File: src/brs_div.sv
// Shared iterative divider: restoring division, one quotient bit per cycle.
`timescale 1ns / 1ps
module brs_div #(
    parameter int NW = 42,
    parameter int DW = 13
) (
    input  logic          clk,
    input  logic          rst_n,
    input  logic          start,
    input  logic [NW-1:0] dividend,
    input  logic [DW-1:0] divisor,
    output logic          done,
    output logic [NW-1:0] quotient
);

    localparam int CNW = $clog2(NW + 1);

    logic           busy_reg;
    logic [CNW-1:0] cnt_reg;
    logic           done_reg;
    logic [NW-1:0]  dvd_reg;
    logic [DW-1:0]  rem_reg;
    logic [NW-1:0]  quo_reg;
    logic [DW-1:0]  den_reg;
    logic [DW:0]    rem_sh;
    logic           ge;

    assign rem_sh   = {rem_reg, dvd_reg[NW-1]};
    assign ge       = rem_sh >= {1'b0, den_reg};
    assign done     = done_reg;
    assign quotient = quo_reg;

    always_ff @(posedge clk or negedge rst_n)
    begin
        if (!rst_n)
        begin
            busy_reg <= 1'b0;
            cnt_reg  <= '0;
            done_reg <= 1'b0;
        end
        else
        begin
            done_reg <= 1'b0;
            if (start)
            begin
                busy_reg <= 1'b1;
                cnt_reg  <= CNW'(NW);
            end
            else if (busy_reg)
            begin
                cnt_reg <= cnt_reg - CNW'(1);
                if (cnt_reg == CNW'(1))
                begin
                    busy_reg <= 1'b0;
                    done_reg <= 1'b1;
                end
            end
        end
    end

    always_ff @(posedge clk)
    begin
        if (start)
        begin
            dvd_reg <= dividend;
            den_reg <= divisor;
            rem_reg <= '0;
            quo_reg <= '0;
        end
        else if (busy_reg)
        begin
            dvd_reg <= dvd_reg << 1;
            rem_reg <= ge ? DW'(rem_sh - {1'b0, den_reg}) : DW'(rem_sh);
            quo_reg <= {quo_reg[NW-2:0], ge};
        end
    end

endmodule

File: config.mk
export PLATFORM = sky130hd
export DESIGN_NAME = brs_div
export DESIGN_NICKNAME = d
export VERILOG_FILES = /design/src/brs_div.sv
export SDC_FILE = /design/constraint.sdc
export NUM_CORES = 1
export LEC_CHECK = 0
export ABC_AREA = 1
export BUFFER_PORTS_ARGS = -buffer_cell sky130_fd_sc_hd__clkbuf_2
export CAP_MARGIN = 20
export CORE_MARGIN = 1
export CORE_UTILIZATION = 35
export CTS_BUF_LIST = sky130_fd_sc_hd__clkbuf_4 sky130_fd_sc_hd__clkbuf_8
export DETAILED_ROUTE_END_ITERATION = 8
export PLACE_DENSITY = 0.59
export SLEW_MARGIN = 20
export SYNTH_ARGS = -nofsm -noshare
export SYNTH_HDL_FRONTEND = slang
export SYNTH_SLANG_ARGS = --single-unit
File: constraint.sdc
create_clock -name clk -period 2.73 [get_ports clk]
set_input_delay 0.1365 -clock clk [delete_from_list [all_inputs] [get_ports clk]]
set_output_delay 0.1365 -clock clk [all_outputs]
set_load 0.01 [all_outputs]
# ---- Word-level counts from Yosys, hierarchy flattened
# Index checks and enable logic that the tools add are counted.
dict set report classes {
  eq_ne 1
  n_reduce_logical 1
  addsub 2
  order_cmp 1
  mux 11
}
# operator count
set ops {}
lappend ops {{2-to-1 mux 42 bit} 2}
lappend ops {{>= comparator 14 x 13 -> 1 bit} 1}
lappend ops {{2-to-1 mux 13 bit} 1}
lappend ops {{subtractor 13 bit} 1}
lappend ops {{2-to-1 mux 6 bit} 2}
lappend ops {{equality test 6 x 1 -> 1 bit, second input constant} 1}
lappend ops {{2-to-1 mux 1 bit} 6}
lappend ops {{subtractor 6 x 1 -> 6 bit, second input constant} 1}
lappend ops {{nonzero test 2 bit} 1}
dict set report word_totals {
  register_bits 118
  word_cells 23
  in_bits 58
  out_inout_bits 43
}

# ---- Logic depth before layout (Yosys ltp)
dict set report logic_depth {
  depth_word 4
  ltp_mapped 15
  ltp_nobuf 15
}

# ---- Least setup slack after synthesis
# OpenSTA, ideal clock, no wires.
dict set report synth_path {
  kind {register to register}
  startpoint {register busy_reg}
  endpoint {register dvd_reg[0], enable pin}
  path_stages_with_launch 5
  arrival_time_ps 2025
  n_path_buf 2
  setup_slack_ps 282
  period_less_slack_ps 2448
  path_cell_list {dfrtp_1 > buf_4 > nor2_1 > inv_1 > buf_1}
}
dict set report synth_between {
  elab_chain_len 1
}
# element line
set synth_lines {}
lappend synth_lines {{start: declaration} 18} ;# logic busy_reg;
lappend synth_lines {{start signal: assignment} 37} ;# busy_reg <= 1'b0;
lappend synth_lines {{start signal: assignment} 46} ;# busy_reg <= 1'b1;
lappend synth_lines {{start signal: assignment} 54} ;# busy_reg <= 1'b0;
lappend synth_lines {{nonzero test 2 bit (no source line)} --}
lappend synth_lines {{end signal: assignment} 65} ;# dvd_reg <= dividend;
lappend synth_lines {{end signal: assignment} 72} ;# dvd_reg <= dvd_reg << 1;
lappend synth_lines {{end: declaration} 21} ;# logic [NW-1:0] dvd_reg;
# No other way between the ends.
# A chain may end at the register's enable or synchronous reset.

# ---- Worst setup path in the final report
dict set report layout_path {
  startpoint {register dvd_reg[41]}
  endpoint {register rem_reg[12]}
}
dict set report layout_between {
  elab_chain_len 2
  word_cells_on_any_way 3
}
# element line
set layout_lines {}
lappend layout_lines {{subtractor 13 bit / >= comparator 14 x 13 -> 1 bit (equally long branches)} {73, 29}}
lappend layout_lines {{2-to-1 mux 13 bit *} 73} ;# rem_reg <= ge ? DW'(rem_sh - {1'b0, den_reg}) : DW'(rem_sh);
lappend layout_lines {{end signal: assignment} 73}
lappend layout_lines {{end: declaration} 22} ;# logic [DW-1:0] rem_reg;
# Mark *: on every way between the ends. The rest lies on a longest branch, timed or not.

==> flow_summary_export.csv <==
group,metric,value,unit
power,powerDensity,710,nW/um2
sta,tns,0,ns
grt,grt_max_degree,49,
synthesis,syn-cell-area,5380,um2
clock_network,cts.sinks,118,
synthesis,synthMuxAreaShare,0,%
grt,grt_pass1_wl,21.4,mm
synthesis,synth_edf_count,55,
power,peakVddDrop,0.360,mV
critical_path,timing.rr.start,"dvd_reg[41]",
synthesis,syn_inst,642,
clock_network,cts_tree,"yes",
synthesis,avgSynthCellArea,8.38,um2
outcome,status,"finished, final reports clean",
sta,tightest_slew,0.666,ns
clock_network,numCtsBuffers,17,
sta,skew,0.00971,ns
synthesis,yosysSeqAreaShare,54.9,%
place,hpwlAfterDp,8.75,mm
synthesis,post-synth-top-area-cell,"edfxtp_1",
hold_path,min-delay-start,"dividend[41]",
die,initial_core_util,36.4,%
job,maxCapViolations,0,
synthesis,synth_flop_cell,"edfxtp_1",
layout,diodes,0,
sta,maxSlewViolCount,0,
synthesis,synth_seq_cells,118,
hold_path,hold_path.class,"primary input to flop",
synthesis,synth_compound_area_share,6.65,%
layout,area_delta_synth_final,31.9,%
critical_path,critical_path.slowest_cell,"edfxtp_1",
synthesis,synth_cell_types,32,
die,coreArea,14800,um2
critical_path,timing_worst_setup_path_type,"flop to flop",
synthesis,ys_warn_count,0,
critical_path,cp_data_required_time,3.03,ns
routing,first_pass_iters,5,
routing,avgViaCountPerCell,4.64,
synthesis,synth_top_family_by_area,"simple AND/OR/NAND/NOR gates",
clock_network,cts-hold-fix-buffers,55,
clock_network,htree_levels,4,
sta,setup_violations,0,
routing,wl,12.7,mm
synthesis,yosys.area_share.simple,24.6,%
sta,finalCriticalPeriod,2.25,ns
routing,drcViolationCount,0,
critical_path,max_stage_delay,0.39,ns
sta,hold_viol_final,0,
sta,finalCritPeriodShare,82.3,%
critical_path,end_kind,"flop",
routing,drt-initial-drc-count,235,
synthesis,synth_top_area_share,30.7,%
critical_path,crit_path_cell_trace,"inv_1 -> ha_1 -> inv_1 -> fa_1 -> nand2_1 -> nand2_1 -> nand3_1 -> nand2_2 -> nand2_1 -> nand3_4 -> nand2_2 -> nor2_1 -> nor2_1 -> nor2_1",
clock_network,ctsResizeCount,0,
layout,nNetsFinal,876,
clock_network,cts.reportedPaths.clkPinSlew,0.07,ns
grt,grt_usage,17.0,%
critical_path,worstPathMaxFanout,15,
routing,ant_nets,0,
place,numPortBuffers,100,
synthesis,synthAdderAreaFrac,3.86,%
clock_network,cts_setup_buffers,0,
critical_path,crit_path_start_kind,"flop",
grt,grt_antenna_before_repair,0,
synthesis,synth_area_leaders,"edfxtp_1 (31%), dfxtp_1 (20%), nand2_1 (16%)",
clock_network,cts-root-buf,"clkbuf_8",
sta,grt_setup_unrepaired,"false",
place,place.gp.congestion,0.856,
synthesis,synth_common_cells,"nand2_1 (229), inv_1 (105), dfxtp_1 (55), edfxtp_1 (55), o22ai_1 (39)",
routing,wl_per_cell,12.7,um
power,power,5030,uW
die,die_height,126,um
critical_path,cp.arrival,2.55,ns
synthesis,synthesis.nets,716,
grt,grt_overflow,0,
die,dieArea,15900,um2
routing,route.vias.total,4633,
clock_network,clock_latency,0.43,ns
clock_network,cts_buffer_depth,2,
synthesis,synthMostInstantiatedCell,"nand2_1",
critical_path,critPathLaunch,"dvd_reg[41]",
sta,max_freq,445,MHz
sta,slew_headroom,55.6,%
power,leakagePower,0.00346,uW
synthesis,synth_xor_area_share,0.489,%
grt,grt_pass1_vias,4644,
die,pin_count,101,
layout,drive_gt1_share,19.0,%
die,die_x,126,um
synthesis,async_reset_ff_share,6.78,%
die,num_rows,44,
[placed cells by master (no fill, tap or decap), types with 15 or more instances in the layout]
master and instances:
nand2_1 229, inv_1 104, clkbuf_2 100, edfxtp_1 55, dlygate4sd3_1 55, dfxtp_1 55
o22ai_1 39, nor2_1 34, nand3_1 27, clkbuf_8 18, ha_1 15
[kinds of logic after synthesis]
group                      after synthesis
DFF                                    118
xor gates and xnor gates                 3
buffers and inverters                  129
and+or+nand+nor                        317
adders and majority gates               16
AOI/OAI and AO/OA                       59
[final timing paths]
path / endpoint / slack [ns] / cells past startpoint
max in group asynchronous: done / 2.43 / 2
worst max-delay path: rem_reg[12] / 0.48 / 14
worst max register to register: rem_reg[12] / 0.48 / 14
worst min-delay path: dvd_reg[41] / 0.04 / 3
worst min register to register: quotient[41] / 0.47 / 2
min in group asynchronous: cnt_reg[0] / 0.10 / 2
[critical path: cells and delay by family (launching register included)]
family	cells	cell delay [ns]
flops	1	0.39
simple gates	10	1.08
buf+inv	2	0.15
fa+ha+maj	2	0.52
[routing by layer]
layer  vias to the layer above  wire length [um]  global-route usage (%)
li1                       2373                 -                       -
met5                         -                 0                       0
met2                        82              6330                    29.2
met1                      2154              5660                    20.3
met4                         0               238                    6.52
met3                        24               484                    4.38
[power breakdown]
group	switching (uW)	leakage (uW)	internal (uW)
clock network	737	0.000238	1120
logic	658	0.00210	419
registers	95.1	0.00112	2000
total	1490	0.00346	3540
[cell type report]
class,instances,area [um2]
Clock buffer,18,248
Clock inverter,14,220
Fill cell,1435,7660
Inverter,106,398
Multi-Input combinational cell,395,1920
Sequential cell,118,2950
Tap cell,184,230
Timing Repair Buffer,164,1130
[through the flow]
stage               hold WS, ns  setup WS, ns  cell area, um2  std cells  util (%)
floorplan                -0.159         0.282            5380        642         -
global placement        -0.0115         0.575            6080        912      41.2
detailed placement     -0.00267         0.473            6080        912      41.2
CTS                      0.0339         0.462            7100        999      48.1
global route             0.0585         0.216            7100        999      48.1
finish                   0.0442         0.482            7100        999      48.1
No activity file was read; power rests on OpenSTA's default activity.
